`src/fbpc_pkg.sv`:
```
// fbpc_pkg: shared types, class codes and signature constants for the
// first-bytes protocol classifier. No dependencies.

package fbpc_pkg;

   // Result class codes
   typedef enum logic [2:0] {
      CLS_NONE    = 3'd0,
      CLS_ADCHUB  = 3'd1,
      CLS_NMDC    = 3'd2,
      CLS_ADC     = 3'd3,
      CLS_HTTP    = 3'd4,
      CLS_TLS     = 3'd5,
      CLS_UNKNOWN = 3'd6
   } class_type;

   // Control register indexes; register i sits at byte address 4*i
   localparam logic [1:0] REG_TLS_ENABLE  = 2'd0;
   localparam logic [1:0] REG_NAT_ENABLE  = 2'd1;
   localparam logic [1:0] REG_HUB_PRESENT = 2'd2;
   localparam logic [1:0] REG_HTTP_ENABLE = 2'd3;

   localparam int unsigned HEAD_BYTES = 16;

   // Stream signatures
   localparam logic [31:0] SIG_HSUP = 32'h4853_5550;
   localparam logic [31:0] SIG_CSUP = 32'h4353_5550;
   localparam logic [63:0] SIG_NICK = 64'h244D_794E_6963_6B20; // "$MyNick "

   localparam int unsigned HTTP_CODES = 7;
   localparam logic [31:0] SIG_HTTP [HTTP_CODES] = '{
      32'h4745_5420,  // "GET "
      32'h4845_4144,  // "HEAD"
      32'h504F_5354,  // "POST"
      32'h5055_5420,  // "PUT "
      32'h5452_4143,  // "TRAC"
      32'h4445_4C45,  // "DELE"
      32'h4F50_5449   // "OPTI"
   };

   // Datagram codes
   localparam logic [31:0] SIG_USCH = 32'h5553_4348;
   localparam logic [31:0] SIG_URES = 32'h5552_4553;
   localparam logic [31:0] SIG_USTA = 32'h5553_5441;
   localparam logic [31:0] SIG_UTUN = 32'h5554_554E;
   localparam logic [31:0] SIG_UECO = 32'h5545_434F;
   localparam logic [31:0] SIG_HTUN = 32'h4854_554E;
   localparam logic [31:0] SIG_HECO = 32'h4845_434F;
   localparam logic [31:0] SIG_SR   = 32'h2453_5220;  // "$SR "
   localparam logic [31:0] SIG_PIN  = 32'h2450_696E;  // "$Pin"

   // TLS / SSL handshake bytes
   localparam logic [7:0] TLS_HANDSHAKE = 8'd22;
   localparam logic [7:0] TLS_HELLO     = 8'd1;
   localparam logic [7:0] TLS_MAJOR3    = 8'd3;

   typedef struct packed {
      logic tls_enable;
      logic nat_traversal_enable;
      logic hub_present;
      logic http_enable;
   } cfg_type;

   typedef struct packed {
      logic        opcode;
      logic [63:0] head_bytes_hi;
      logic [63:0] head_bytes_lo;
      logic [4:0]  byte_count;
   } req_type;

   typedef struct packed {
      class_type   protocol_class;
      logic        accepted;
      logic [7:0]  tls_major;
      logic [7:0]  tls_minor;
   } rsp_type;

   function automatic logic is_http(input logic [31:0] code);
      logic hit;
      hit = 1'b0;
      for (int k = 0; k < HTTP_CODES; k++) begin
         if (SIG_HTTP[k] == code) hit = 1'b1;
      end
      return hit;
   endfunction

endpackage

```
`src/first_bytes_protocol_classifier.sv`:
```
// first_bytes_protocol_classifier: top level, request/result pipeline and
// control registers. Depends on fbpc_pkg and fbpc_match.

// Classifies the first sixteen bytes of a new stream connection or of a
// datagram by fixed signatures. Each request is captured in an input
// register, compared against all signatures in combinational logic
// (fbpc_match), and the result lands in an output register. One request is
// taken every cycle while rsp_tready does not hold the output register back;
// even then a new request can still be taken into an empty input register
// while a finished result waits for rsp_tready.
// Streams are tried in priority order ADC hub, NMDC, ADC client, HTTP, then
// SSLv3/TLS or SSLv2 (16 bytes needed); datagrams by their four-character
// code. Control registers at byte addresses 0x0 tls_enable (reset 1),
// 0x4 nat_traversal_enable, 0x8 hub_present, 0xC http_enable (bit 0 each);
// write them only while no request is in flight.

module first_bytes_protocol_classifier import fbpc_pkg::*; (
   input  logic         clock,
   input  logic         reset,

   input  logic         req_tvalid,
   output logic         req_tready,
   // [63:0] head_bytes_hi, [127:64] head_bytes_lo, [132:128] byte_count,
   // [135:133] zero
   input  logic [135:0] req_tdata,
   // [0] opcode
   input  logic         req_tuser,

   output logic         rsp_tvalid,
   input  logic         rsp_tready,
   // [2:0] protocol_class, [3] accepted, [11:4] tls_major, [19:12] tls_minor,
   // [23:20] zero
   output logic [23:0]  rsp_tdata,

   input  logic         csr_psel,
   input  logic         csr_penable,
   input  logic         csr_pwrite,
   input  logic [3:0]   csr_paddr,
   input  logic [31:0]  csr_pwdata,
   output logic [31:0]  csr_prdata,
   output logic         csr_pready
);

   // ---------------------------------------------------------------
   // Control registers
   // ---------------------------------------------------------------
   cfg_type    cfg_ff;
   logic       csr_write;
   logic [1:0] csr_index;

   assign csr_pready = 1'b1;
   assign csr_write  = csr_psel && csr_penable && csr_pwrite && csr_pready;
   assign csr_index  = csr_paddr[3:2];

   always_ff @(posedge clock) begin
      if (reset) begin
         cfg_ff.tls_enable           <= 1'b1;
         cfg_ff.nat_traversal_enable <= 1'b0;
         cfg_ff.hub_present          <= 1'b0;
         cfg_ff.http_enable          <= 1'b0;
      end else if (csr_write) begin
         unique case (csr_index)
            REG_TLS_ENABLE:  cfg_ff.tls_enable           <= csr_pwdata[0];
            REG_NAT_ENABLE:  cfg_ff.nat_traversal_enable <= csr_pwdata[0];
            REG_HUB_PRESENT: cfg_ff.hub_present          <= csr_pwdata[0];
            REG_HTTP_ENABLE: cfg_ff.http_enable          <= csr_pwdata[0];
            default: ;
         endcase
      end
   end

   always_comb begin
      unique case (csr_index)
         REG_TLS_ENABLE:  csr_prdata = {31'd0, cfg_ff.tls_enable};
         REG_NAT_ENABLE:  csr_prdata = {31'd0, cfg_ff.nat_traversal_enable};
         REG_HUB_PRESENT: csr_prdata = {31'd0, cfg_ff.hub_present};
         REG_HTTP_ENABLE: csr_prdata = {31'd0, cfg_ff.http_enable};
         default:         csr_prdata = '0;
      endcase
   end

   // ---------------------------------------------------------------
   // Pipeline: input register -> compare logic -> output register
   // ---------------------------------------------------------------
   logic    in_valid_ff, in_valid_in;
   req_type in_req_ff;
   logic    out_valid_ff, out_valid_in;
   rsp_type out_rsp_ff;
   rsp_type match_rsp;
   logic    out_load;     // output register takes the input stage
   logic    req_take;

   // output register free when empty or being drained this cycle
   assign out_load   = in_valid_ff && (!out_valid_ff || rsp_tready);
   assign req_tready = !in_valid_ff || out_load;
   assign req_take   = req_tvalid && req_tready;

   assign in_valid_in  = req_take || (in_valid_ff && !out_load);
   assign out_valid_in = out_load || (out_valid_ff && !rsp_tready);

   always_ff @(posedge clock) begin
      if (reset) begin
         in_valid_ff  <= 1'b0;
         out_valid_ff <= 1'b0;
      end else begin
         in_valid_ff  <= in_valid_in;
         out_valid_ff <= out_valid_in;
      end
   end

   always_ff @(posedge clock) begin
      if (req_take) begin
         in_req_ff.opcode        <= req_tuser;
         in_req_ff.head_bytes_hi <= req_tdata[63:0];
         in_req_ff.head_bytes_lo <= req_tdata[127:64];
         in_req_ff.byte_count    <= req_tdata[132:128];
      end
      if (out_load) begin
         out_rsp_ff <= match_rsp;
      end
   end

   fbpc_match u_match (
      .req (in_req_ff),
      .cfg (cfg_ff),
      .rsp (match_rsp)
   );

   assign rsp_tvalid = out_valid_ff;
   assign rsp_tdata  = {4'd0, out_rsp_ff.tls_minor, out_rsp_ff.tls_major,
                        out_rsp_ff.accepted, out_rsp_ff.protocol_class};

endmodule

```
`src/fbpc_match.sv`:
```
// fbpc_match: signature compare logic for one probe, stream or datagram.
// Depends on fbpc_pkg.

module fbpc_match import fbpc_pkg::*; (
   input  req_type req,
   input  cfg_type cfg,
   output rsp_type rsp
);

   logic [4:0]  len;
   logic [31:0] code;
   logic [7:0]  b0, b1, b2, b3, b4, b5, b9, b10;
   logic        ge4, ge8, ge16;
   logic        nick;

   always_comb begin
      len  = (req.byte_count > 5'(HEAD_BYTES)) ? 5'(HEAD_BYTES) : req.byte_count;
      code = req.head_bytes_hi[63:32];
      b0   = req.head_bytes_hi[63:56];
      b1   = req.head_bytes_hi[55:48];
      b2   = req.head_bytes_hi[47:40];
      b3   = req.head_bytes_hi[39:32];
      b4   = req.head_bytes_hi[31:24];
      b5   = req.head_bytes_hi[23:16];
      b9   = req.head_bytes_lo[55:48];
      b10  = req.head_bytes_lo[47:40];
      ge4  = len >= 5'd4;
      ge8  = len >= 5'd8;
      ge16 = len >= 5'(HEAD_BYTES);
      nick = ge8 && (req.head_bytes_hi == SIG_NICK);
   end

   always_comb begin
      rsp.protocol_class = CLS_UNKNOWN;
      rsp.accepted       = 1'b0;
      rsp.tls_major      = '0;
      rsp.tls_minor      = '0;
      if (!req.opcode) begin
         if (len == '0) begin
            rsp.protocol_class = CLS_NONE;
         end else if (ge4 && code == SIG_HSUP) begin
            rsp.protocol_class = CLS_ADCHUB;
            rsp.accepted       = cfg.hub_present;
         end else if (nick) begin
            rsp.protocol_class = CLS_NMDC;
            rsp.accepted       = 1'b1;
         end else if (ge4 && code == SIG_CSUP) begin
            rsp.protocol_class = CLS_ADC;
            rsp.accepted       = 1'b1;
         end else if (ge4 && is_http(code)) begin
            rsp.protocol_class = CLS_HTTP;
            rsp.accepted       = cfg.http_enable;
         end else if (cfg.tls_enable && ge16) begin
            if (b0 == TLS_HANDSHAKE) begin
               // SSLv3/TLS record: version repeated in the client hello
               if (b5 == TLS_HELLO && b1 == TLS_MAJOR3 && b9 == b1 && b10 == b2) begin
                  rsp.protocol_class = CLS_TLS;
                  rsp.tls_major      = b1;
                  rsp.tls_minor      = b2;
               end
            end else if (b0[7]) begin
               // SSLv2 two-byte header
               if (b2 == TLS_HELLO && b3 == TLS_MAJOR3) begin
                  rsp.protocol_class = CLS_TLS;
                  rsp.tls_major      = b3;
                  rsp.tls_minor      = b4;
               end
            end
         end
      end else begin
         if (!ge4) begin
            rsp.protocol_class = CLS_NONE;
         end else if (code == SIG_USCH || code == SIG_URES || code == SIG_USTA ||
                      (cfg.nat_traversal_enable &&
                       (code == SIG_UTUN || code == SIG_UECO))) begin
            rsp.protocol_class = CLS_ADC;
         end else if (cfg.nat_traversal_enable &&
                      (code == SIG_HTUN || code == SIG_HECO)) begin
            rsp.protocol_class = CLS_ADCHUB;
         end else if (code == SIG_SR || code == SIG_PIN) begin
            rsp.protocol_class = CLS_NMDC;
         end
      end
   end

endmodule

```
`config.mk`:
```
export PLATFORM = sky130hd
export DESIGN_NAME = first_bytes_protocol_classifier
export DESIGN_NICKNAME = d
export VERILOG_FILES = /design/src/fbpc_pkg.sv /design/src/first_bytes_protocol_classifier.sv /design/src/fbpc_match.sv
export SDC_FILE = /design/constraint.sdc
export NUM_CORES = 1
export LEC_CHECK = 0
export ABC_AREA = 1
export BUFFER_PORTS_ARGS = -buffer_cell sky130_fd_sc_hd__buf_2
export CORE_MARGIN = 2
export CORE_UTILIZATION = 45
export DETAILED_ROUTE_END_ITERATION = 16
export GPL_TIMING_DRIVEN = 0
export HOLD_SLACK_MARGIN = 0.03
export PLACE_DENSITY = 0.89
export SYNTH_ARGS = -nofsm -noshare
export SYNTH_HDL_FRONTEND = slang
export SYNTH_SLANG_ARGS = --single-unit
```
`constraint.sdc`:
```
create_clock -name clock -period 7.9 [get_ports clock]
set_clock_uncertainty 0.2 [all_clocks]
set_input_delay 1.58 -clock clock [delete_from_list [all_inputs] [get_ports clock]]
set_output_delay 1.58 -clock clock [all_outputs]
set_load 0.1 [all_outputs]
```
* After elaboration in Yosys (flattened, before gate mapping)
Cells that the tools add are included.
W data, S select, Z words.
** Storage, ports and cells
- Bits in registers :: 152
- Logic and storage cells :: 121
** Cells by class
- Magnitude comparators :: 4
- Eq/ne operators :: 29
- Multiplexer cells :: 34
- Bitwise operators :: 1
- Reductions and logical operators :: 39
** Operators by type and width (number)
- $eq A32 B31 Y1 const B :: 9
- $eq A31 B32 Y1 const A :: 7
- $pmux W32 S4 :: 1
- $eq A32 B30 Y1 const B :: 2
- $eq A64 B62 Y1 const B :: 1
- $mux W16 :: 4
- $mux W3 :: 9
- $logic_and A1 B1 Y1 :: 17
- $eq A8 B1 Y1 const B :: 2
- $eq A8 B2 Y1 const B :: 2
- $eq A8 B8 Y1 :: 2
- $mux W1 :: 13
- $mux W4 :: 3
- $logic_or A1 B1 Y1 :: 10
- $eq A8 B5 Y1 const B :: 1
- $reduce_and A2 Y1 :: 4
- $reduce_or A7 Y1 :: 1
- $mux W2 :: 3
- $ge A5 B3 Y1 const B :: 1
- $ge A5 B4 Y1 const B :: 1
- $ge A5 B5 Y1 const B :: 1
- $gt A5 B5 Y1 const B :: 1
- $logic_not A5 Y1 :: 1
- $mux W5 :: 1
- 6 further kinds :: 10

* Longest topological paths before layout
Gate-level depths: netlist of the first run.
- Word-level depth :: 20
- Mapped depth :: 13

* Cells and area by module
Synthesis of the first run repeated with hierarchy kept, for this count alone.
** Unflattened totals
- Cells, all modules :: 607
- Area total of the unflattened synthesis :: 6917.9 sq um
** By module, submodules not included
- first_bytes_protocol_classifier :: times used 1, cells each 241, area each 5225.0 sq um
- fbpc_match :: times used 1, cells each 366, area each 1692.9 sq um

* Worst setup path after synthesis of the first run
No wires, ideal clock.
- Kind :: input -> register
- Start :: input rsp_tready
- End :: register in_req_ff[0] (netlist name) (enable)
- Setup time :: 0.439 ns
- Arrival :: 4.163 ns
- Data required time :: 7.261 ns
- Slack :: 3.097 ns
- Cell stages on the path :: 4
- Path buffers :: 0
- Cell sequence :: inv_1 > nand3_1 > nand2_1 > inv_1
** On the way
- Cells in the longest elaborated chain, start to end :: 4
** Ends and longest elaborated chain
- start, declared :: line first_bytes_protocol_classifier.sv:30 : input logic rsp_tready,
- $logic_or A1 B1 Y1 :: line first_bytes_protocol_classifier.sv:94 : assign out_load = in_valid_ff && (!out_valid_ff || rsp_tready);
- $logic_and A1 B1 Y1 :: line first_bytes_protocol_classifier.sv:94
- $logic_or A1 B1 Y1 :: line first_bytes_protocol_classifier.sv:95 : assign req_tready = !in_valid_ff || out_load;
- via req_tready :: line first_bytes_protocol_classifier.sv:22 : output logic req_tready,
- $logic_and A1 B1 Y1 :: line first_bytes_protocol_classifier.sv:96 : assign req_take = req_tvalid && req_tready;
- via req_take :: line first_bytes_protocol_classifier.sv:91 : logic req_take;
- end, declared :: line first_bytes_protocol_classifier.sv:86 : req_type in_req_ff;
The timed path passes the listed nets, and every way through them passes these cells.
A chain may end at the register's enable or synchronous reset.

* Worst setup path after layout of the first run
- Start :: input csr_paddr[3]
- End :: output csr_prdata[0]
** On the way
- Cells in the longest elaborated chain, start to end :: 2
- Elaborated cells on any way between the ends :: 5
- Classes of those cells :: eq/ne (3); mux (1); reduce/logical (1)
** Ends and longest elaborated chain
- start, declared :: line first_bytes_protocol_classifier.sv:38 : input logic [3:0] csr_paddr,
- $eq A2 B2 Y1, or another cell as far along :: line first_bytes_protocol_classifier.sv:73 : unique case (csr_index)
- $pmux W32 S4 (*) :: line first_bytes_protocol_classifier.sv:73
- end, declared :: line first_bytes_protocol_classifier.sv:40 : output logic [31:0] csr_prdata,
Mark *: on every way between the ends. The rest lies on a longest branch, timed or not. The select of a mux whose other input is x is not followed.

==> results.yml, run 1 <==
layout:
  syn_to_final_growth_pct: 23.5
  fillCellCount: 1040
  layout_commonest_cell: "buf_2"
  layout-drive-gt1-share: 0.315
  layout_common_cells: "buf_2, edfxtp_1, nand2_1, nor2_1, inv_1"
  antenna-diode-count: 0
  fin_nets: 889
die:
  placementRows: 40
  fp.dieW_um: 114
  coreArea_um2: 11900
  fp.dieArea_um2: 12900
  start_util: 0.457
  ioPinCount: 239
  die_h_um: 114
synth:
  synthAdderAreaFrac: 0
  ys_seq_area_frac: 0.610
  synth.distinct_cells: 30
  synth_edf_count: 106
  synth_top_family_by_area: "simple AND/OR/NAND/NOR gates"
  netlist_instances: 538
  async_flop_share: 0
  synth_mux_area_frac: 0
  yosys_register_bits: 112
  synth_compound_area_frac: 0.0263
  synth_xor_area_frac: 0.00970
  syn-cell-area_um2: 5420
  synthSimpleGateAreaFrac: 0.257
  yosys_warnings: 0
  synthFlopType: "edfxtp_1"
  syn_avg_cell_area_um2: 10.1
critical_path:
  crit_type: "input port to output port"
  reg2reg_depth: 12
  crit_required_ns: 6.12
  start_kind: "input port"
  worstPathMaxFanout: 7
  end_kind: "output port"
  crit_arrival_ns: 2.47
routing:
  wl_per_cell_um: 12.8
  drtAntennaViolNets: 0
  wirelength_um: 11000
  via_per_inst: 4.64
  drcViolationCount: 0
  dr.pass1.iters: 5
  vias: 3995
  drt-initial-drc-count: 230
pwr:
  p_leak_uw: 0.00292
  powerDensity_nw_per_um2: 204
  peakVddDrop_mv: 0.153
  total_power_uw: 1370
global_route:
  antenna_found_initial: 0
  grt_overflow_total: 0
  grt_pass1_wl_um: 17600
  first_global_vias: 3807
  grt_usage: 0.177
  grt_max_degree: 66
cts:
  cts_resized: 0
  cts_tree: "built"
  worstSkewPairLatency_ns: 0.35
  cts-root-buf: "clkbuf_16"
  numCtsBuffers: 9
  post_cts.repair.setup_buffers: 0
  ctsHoldBuffers: 0
  cts_buffer_depth: 2
  htreeDepth: 3
  clk_pin_slew_ns: 0.07
  clock-sinks: 112
flow_run:
  max_cap_violations: 0
place:
  io_buffers: 118
  dp_hpwl_um: 8820
  gp_congestion: 0.907
timing:
  rsz0062_at_grt: "false"
  slew_viol_final: 0
  hold_viol: 0
  fmax_mhz: 235
  min_period_ns: 4.25
  setup_tns_ns: 0
  finalSetupViolCount: 0
  fin_crit_sh: 0.539
hold_path:
  holdPathStages: 2
  worstHoldPathType: "flip-flop to flip-flop"
status:
  status: "complete, no violations"
critical path: stages:
cell and delay (ns):
buf_2 0.14, nor2_1 0.19, nand2_1 0.07, nand4_1 0.07, buf_2 0.42
stage by stage:
| stage | setup WS [ns] | instances | hold WS [ns] | util | instance area, µm² |
|---|---|---|---|---|---|
| after floorplan | 3.10 | 578 | 0.245 | - | 5570 |
| after global placement | 3.14 | 843 | 0.255 | 0.535 | 6340 |
| after detailed placement | 3.65 | 845 | 0.286 | 0.539 | 6390 |
| after CTS | 3.65 | 861 | 0.300 | 0.564 | 6690 |
| after global routing | 3.58 | 861 | 0.349 | 0.564 | 6690 |
| final | 3.65 | 861 | 0.307 | 0.564 | 6690 |
registers in the layout, indices dropped and copies added, names as in the netlist:
| signal | count |
|---|---|
| in_req_ff | 86 |
| rsp_tdata | 20 |
| cfg_ff | 4 |
| in_valid_ff | 1 |
| rsp_tvalid | 1 |
final timing paths:
kind | to | slack [ns] | start
worst max-delay path | csr_prdata[0] | 3.65 | csr_paddr[3]
worst max register to register | rsp_tdata[4]$_SDFFCE_PP0P_ | 5.73 | in_req_ff[124]$_DFFE_PP_
worst min register to register | rsp_tvalid$_SDFF_PP0_ | 0.31 | in_valid_ff$_SDFF_PP0_
worst min-delay path | rsp_tvalid$_SDFF_PP0_ | 0.31 | in_valid_ff$_SDFF_PP0_
synth_stat cells, drive strengths merged (2+ instances only):
master  number  area, µm²
inv         66        248
xor2         3       26.3
a21oi       13       65.1
conb         2       7.51
o21ai        9       45.0
a31oi        4       25.0
dfxtp        6        120
nand2      110        453
nor3        10       55.1
nor2       106        480
nand3       40        258
edfxtp     106       3180
xnor2        3       26.3
nor4         5       31.3
nand4       10       62.6
buf         37        275
nand3b       4       30.0
final cells by class:
type / instances / area (µm²) / share of cell area
Sequential cell: 112 / 3300 / 0.493
Multi-Input combinational cell: 363 / 1750 / 0.261
Timing Repair Buffer: 120 / 633 / 0.0946
Buffer: 37 / 275 / 0.0411
Inverter: 66 / 250 / 0.0374
Clock buffer: 9 / 225 / 0.0336
Tap cell: 147 / 184 / 0.0275
Clock inverter: 7 / 76.3 / 0.0114
cells by family (layout without fill, tap and decap cells):
group                  after synthesis  count (layout)
AO/OA/AOI/OAI                       27              27
XOR/XNOR                             6               6
buffers and inverters              103             239
flip-flops                         112             112
other                                2              42
AND/OR/NAND/NOR                    288             288
power by group:
group          switching, µW  internal [µW]  leakage [µW]  total [µW]
registers               17.6            685       0.00109         702
clock network            205            249      0.000150         455
logic                    160           49.9       0.00168         210
layer usage:
layer | vias to the layer above | GRT usage | share of wire
met4 | 0 | 0.0707 | 0.023
met1 | 1744 | 0.212 | 0.42
met5 | - | 0 | 0
met2 | 178 | 0.306 | 0.48
li1 | 2049 | - | -
met3 | 24 | 0.0489 | 0.078
Note: power is estimated with default switching activity, not from simulation.
==> run 2, diff against run 1 <==
- CORE_UTILIZATION: 45 -> 43
- clock period: 7.9 -> 3.9 ns (I/O delays scaled with it)
==> results.yml, run 2 (synthesized netlist as in run 1, its figures left out) <==
routing:
  vias: 3962
  via_per_inst: 4.48
  wl_per_cell_um: 12.8
  drcViolationCount: 0
  drt-initial-drc-count: 250
  drtAntennaViolNets: 0
  dr.pass1.iters: 4
  wirelength_um: 11300
critical_path:
  crit_arrival_ns: 1.67
  worstPathMaxFanout: 7
  start_kind: "input port"
  crit_type: "input port to output port"
  reg2reg_depth: 12
  startpoint: "csr_paddr[3]"
  worst_r2r_endpoint: "rsp_tdata[5]$_SDFFCE_PP0P_"
  ff2ff_setup_slack_ns: 1.71
  end_kind: "output port"
  rr_startpoint: "in_req_ff[124]$_DFFE_PP_"
  endpoint: "csr_prdata[0]"
  crit_required_ns: 2.92
cts:
  cts-root-buf: "clkbuf_16"
  worstSkewPairLatency_ns: 0.35
  cts_buffer_depth: 2
  cts_tree: "built"
  post_cts.repair.setup_buffers: 0
  clk_pin_slew_ns: 0.07
  ctsHoldBuffers: 0
  clock-sinks: 112
  cts_resized: 0
  htreeDepth: 3
  numCtsBuffers: 9
die:
  placementRows: 41
  die_h_um: 116
  start_util: 0.435
  fp.dieW_um: 116
  fp.dieArea_um2: 13500
  coreArea_um2: 12500
  ioPinCount: 239
pwr:
  total_power_uw: 2670
  peakVddDrop_mv: 0.301
  powerDensity_nw_per_um2: 399
  p_leak_uw: 0.00290
timing:
  min_period_ns: 2.65
  fmax_mhz: 378
  slew_viol_final: 0
  setup_tns_ns: 0
  finalSetupViolCount: 0
  fin_crit_sh: 0.679
  rsz0062_at_grt: "false"
  hold_viol: 0
global_route:
  grt_usage: 0.177
  grt_overflow_total: 0
  first_global_vias: 3868
  grt_pass1_wl_um: 17900
  grt_max_degree: 61
  antenna_found_initial: 0
flow_run:
  max_cap_violations: 0
layout:
  multi_input_area_um2: 1750
  antenna-diode-count: 0
  layout-drive-gt1-share: 0.314
  fillCellCount: 1097
  layout_common_cells: "buf_2, edfxtp_1, nand2_1, nor2_1, inv_1"
  syn_to_final_growth_pct: 23.5
  fin_nets: 889
  largest_reg_flops: 86
  layout_commonest_cell: "buf_2"
  top_register: "in_req_ff"
  register_area_um2: 3300
place:
  dp_hpwl_um: 9090
  gp_congestion: 0.924
  io_buffers: 118
hold_path:
  worstHoldPathType: "flip-flop to flip-flop"
  min_from: "in_valid_ff$_SDFF_PP0_"
status:
  status: "complete, no violations"
-- run 2: cell count changes in the layout (fill, tap and decap cells not counted), sizes merged --
cell / change
inv: -3
bufinv: -1
clkbuf: +1
clkinv: +2
-- run 2: cell type report --
class,count,share of cell area
plain buffers,37,0.0411
multi-input cells,363,0.262
clock inverters,5,0.00523
clock buffers,10,0.0342
well taps,172,0.0322
inverters,66,0.0374
repair buffers,120,0.0946
flip-flops and latches,112,0.494
-- run 2: worst max-delay path, stage by stage --
cell and delay [ns]:
buf_2 0.14, nor2_1 0.18, nand2_1 0.07, nand4_1 0.07, buf_2 0.42
-- run 2: per-stage QoR --
| stage | worst slack (ns) | cell area (µm²) | util | std cells | hold slack, ns |
|---|---|---|---|---|---|
| floorplan | 0.175 | 5570 | - | 578 | 0.248 |
| global placement | -0.0177 | 6380 | 0.512 | 868 | 0.271 |
| detailed placement | 1.25 | 6430 | 0.516 | 870 | 0.295 |
| CTS | 1.25 | 6690 | 0.537 | 885 | 0.310 |
| global route | 1.16 | 6690 | 0.537 | 885 | 0.331 |
| finish | 1.25 | 6690 | 0.537 | 885 | 0.307 |
-- run 2: how the worst min path moves through the flow --
stage	to	cells after the start
floorplan	cfg_ff[3]$_SDFFE_PP1P_	2
global placement	rsp_tvalid$_SDFF_PP0_	2
detailed placement	cfg_ff[3]$_SDFFE_PP1P_	2
CTS	in_valid_ff$_SDFF_PP0_	2
global route	cfg_ff[3]$_SDFFE_PP1P_	2
finish	in_valid_ff$_SDFF_PP0_	2
-- run 2: routing by layer --
layer | global-route usage | wire, µm
met1 | 0.207 | 4560
met2 | 0.305 | 5640
met3 | 0.0426 | 792
met4 | 0.0865 | 299
met5 | 0 | 0
-- run 2: power by group --
part           switching, µW  leakage, µW  internal, µW
registers               36.4      0.00109          1390
logic                    325      0.00168           101
clock network            391     0.000130           429
==> run 3, diff against run 2 <==
- clock period: 3.9 -> 2.4 ns (I/O delays scaled with it)
==> results.yml, run 3 (synthesized netlist as in run 1, its figures left out) <==
cts:
  cts_tree: "built"
  post_cts.repair.setup_buffers: 0
  numCtsBuffers: 9
  htreeDepth: 3
  clk_pin_slew_ns: 0.07
  cts_buffer_depth: 2
  clock-sinks: 112
  cts-root-buf: "clkbuf_16"
  worstSkewPairLatency_ns: 0.35
  ctsHoldBuffers: 0
critical_path:
  worstPathMaxFanout: 10
  crit_chain: "inv_2 > nand2_2 > nor2_4 > inv_2 > nor2_4 > nand2_1 > nor2_1 > nand2_1 > nand3_2 > nand2_4 > nand3_4 > nor2_1"
  crit_arrival_ns: 2.09
  start_kind: "flip-flop"
  ff2ff_setup_slack_ns: 0.21
  crit_type: "flip-flop to flip-flop"
  rr_startpoint: "in_req_ff[116]$_DFFE_PP_"
  end_kind: "flip-flop"
  cp_slowest_stage_delay_ns: 0.45
  worst_r2r_endpoint: "rsp_tdata[5]$_SDFFCE_PP0P_"
  crit_required_ns: 2.30
  worst_path_max_delay_cell: "edfxtp_1"
  reg2reg_depth: 12
pwr:
  powerDensity_nw_per_um2: 663
  peakVddDrop_mv: 0.509
  p_leak_uw: 0.00290
die:
  die_h_um: 116
  placementRows: 41
  ioPinCount: 239
  coreArea_um2: 12500
  start_util: 0.435
  fp.dieW_um: 116
  fp.dieArea_um2: 13500
global_route:
  grt_max_degree: 52
  grt_pass1_wl_um: 17300
  grt_overflow_total: 0
  first_global_vias: 3706
  antenna_found_initial: 0
  grt_usage: 0.172
timing:
  slew_viol_final: 0
  min_period_ns: 2.19
  relSlewSlack: 0.463
  rsz0062_at_grt: "false"
  tightest_slew_ns: 0.804
  fmax_mhz: 457
  finalSetupViolCount: 0
  hold_viol: 0
  fin_crit_sh: 0.912
place:
  gp_congestion: 0.895
  io_buffers: 118
  dp_hpwl_um: 8960
  place_area_um2: 6440
layout:
  final_core_util: 0.540
  largest_reg_flops: 86
  antenna-diode-count: 0
  top_register: "in_req_ff"
  layout_commonest_cell: "buf_2"
  syn_to_final_growth_pct: 24.3
  layout-drive-gt1-share: 0.321
  fin_nets: 889
  design_area_um2: 6730
  layout_common_cells: "buf_2, edfxtp_1, nand2_1, nor2_1, inv_1"
routing:
  drt-initial-drc-count: 168
  wirelength_um: 11100
  wl_per_cell_um: 12.5
  drtAntennaViolNets: 0
  via_per_inst: 4.52
  vias: 3998
  dr.pass1.iters: 5
  drcViolationCount: 0
hold_path:
  holdPathStages: 1
  hold_path_end: "in_req_ff[92]$_DFFE_PP_"
  min_from: "req_tdata[23]"
  worstHoldPathType: "input port to flip-flop"
flow_run:
  max_cap_violations: 0
status:
  status: "complete, no violations"
## run 3: cell type report
| cell class | count | area (µm²) |
|---|---|---|
| inverter | 66 | 251 |
| clock inverter | 6 | 70.1 |
| multi-input combinational | 363 | 1760 |
| tap | 172 | 215 |
| clock buffer | 9 | 225 |
| fill | 1098 | 5730 |
| timing repair buffer | 120 | 626 |
| sequential | 112 | 3310 |
| buffer | 37 | 275 |
## run 3: through the flow
| stage | instances | setup TNS, ns | total power (µW) | setup slack [ns] | hold slack (ns) |
|---|---|---|---|---|---|
| after floorplan | 578 | -45.95 | 2890 | -0.534 | 0.248 |
| after global placement | 868 | -69.73 | 3030 | -0.771 | 0.274 |
| after detailed placement | 870 | -4.82 | 3050 | -0.0963 | 0.300 |
| after CTS | 885 | 0 | 4490 | 0.217 | 0.0869 |
| after global routing | 885 | 0 | 4630 | 0.0844 | 0.0884 |
| final | 885 | 0 | 4460 | 0.212 | 0.0988 |
## run 3: how the worst max path moves through the flow
stage / endpoint / from / slack [ns]
after global routing: rsp_tdata[4]$_SDFFCE_PP0P_ / in_req_ff[116]$_DFFE_PP_ / 0.08
after global placement: in_req_ff[118]$_DFFE_PP_ / rsp_tready / -0.77
after detailed placement: in_req_ff[58]$_DFFE_PP_ / rsp_tready / -0.1
final: rsp_tdata[5]$_SDFFCE_PP0P_ / in_req_ff[116]$_DFFE_PP_ / 0.21
after CTS: rsp_tdata[5]$_SDFFCE_PP0P_ / in_req_ff[116]$_DFFE_PP_ / 0.22
after floorplan: in_req_ff[0]$_DFFE_PP_ / rsp_tvalid$_SDFF_PP0_ / -0.53
## run 3: worst max-delay path: cells and delay by family, from the launching register on
family / cells / cell delay [ns]
simple gates: 10 / 1.08
buf+inv: 2 / 0.21
flops: 1 / 0.45
## run 3: power breakdown
part | switching [µW] | internal (µW) | leakage, µW | total [µW]
Clock | 650 | 808 | 0.000134 | 1460
Sequential | 59.2 | 2250 | 0.00109 | 2310
Combinational | 528 | 163 | 0.00167 | 691
Total | 1240 | 3230 | 0.00290 | 4460
## run 3: timing repair
item | 4_1_cts | 5_1_grt
hold endpoints to repair | 0 | 0
gates resized for setup | 0 | 1
setup endpoints to repair | 0 | 5
## run 3: metal layers
metal	vias up	track usage	share of wire
met2	158	0.291	0.49
met1	1772	0.207	0.41
met5	-	0	0
li1	2045	-	-
met4	0	0.0730	0.024
met3	23	0.0498	0.077
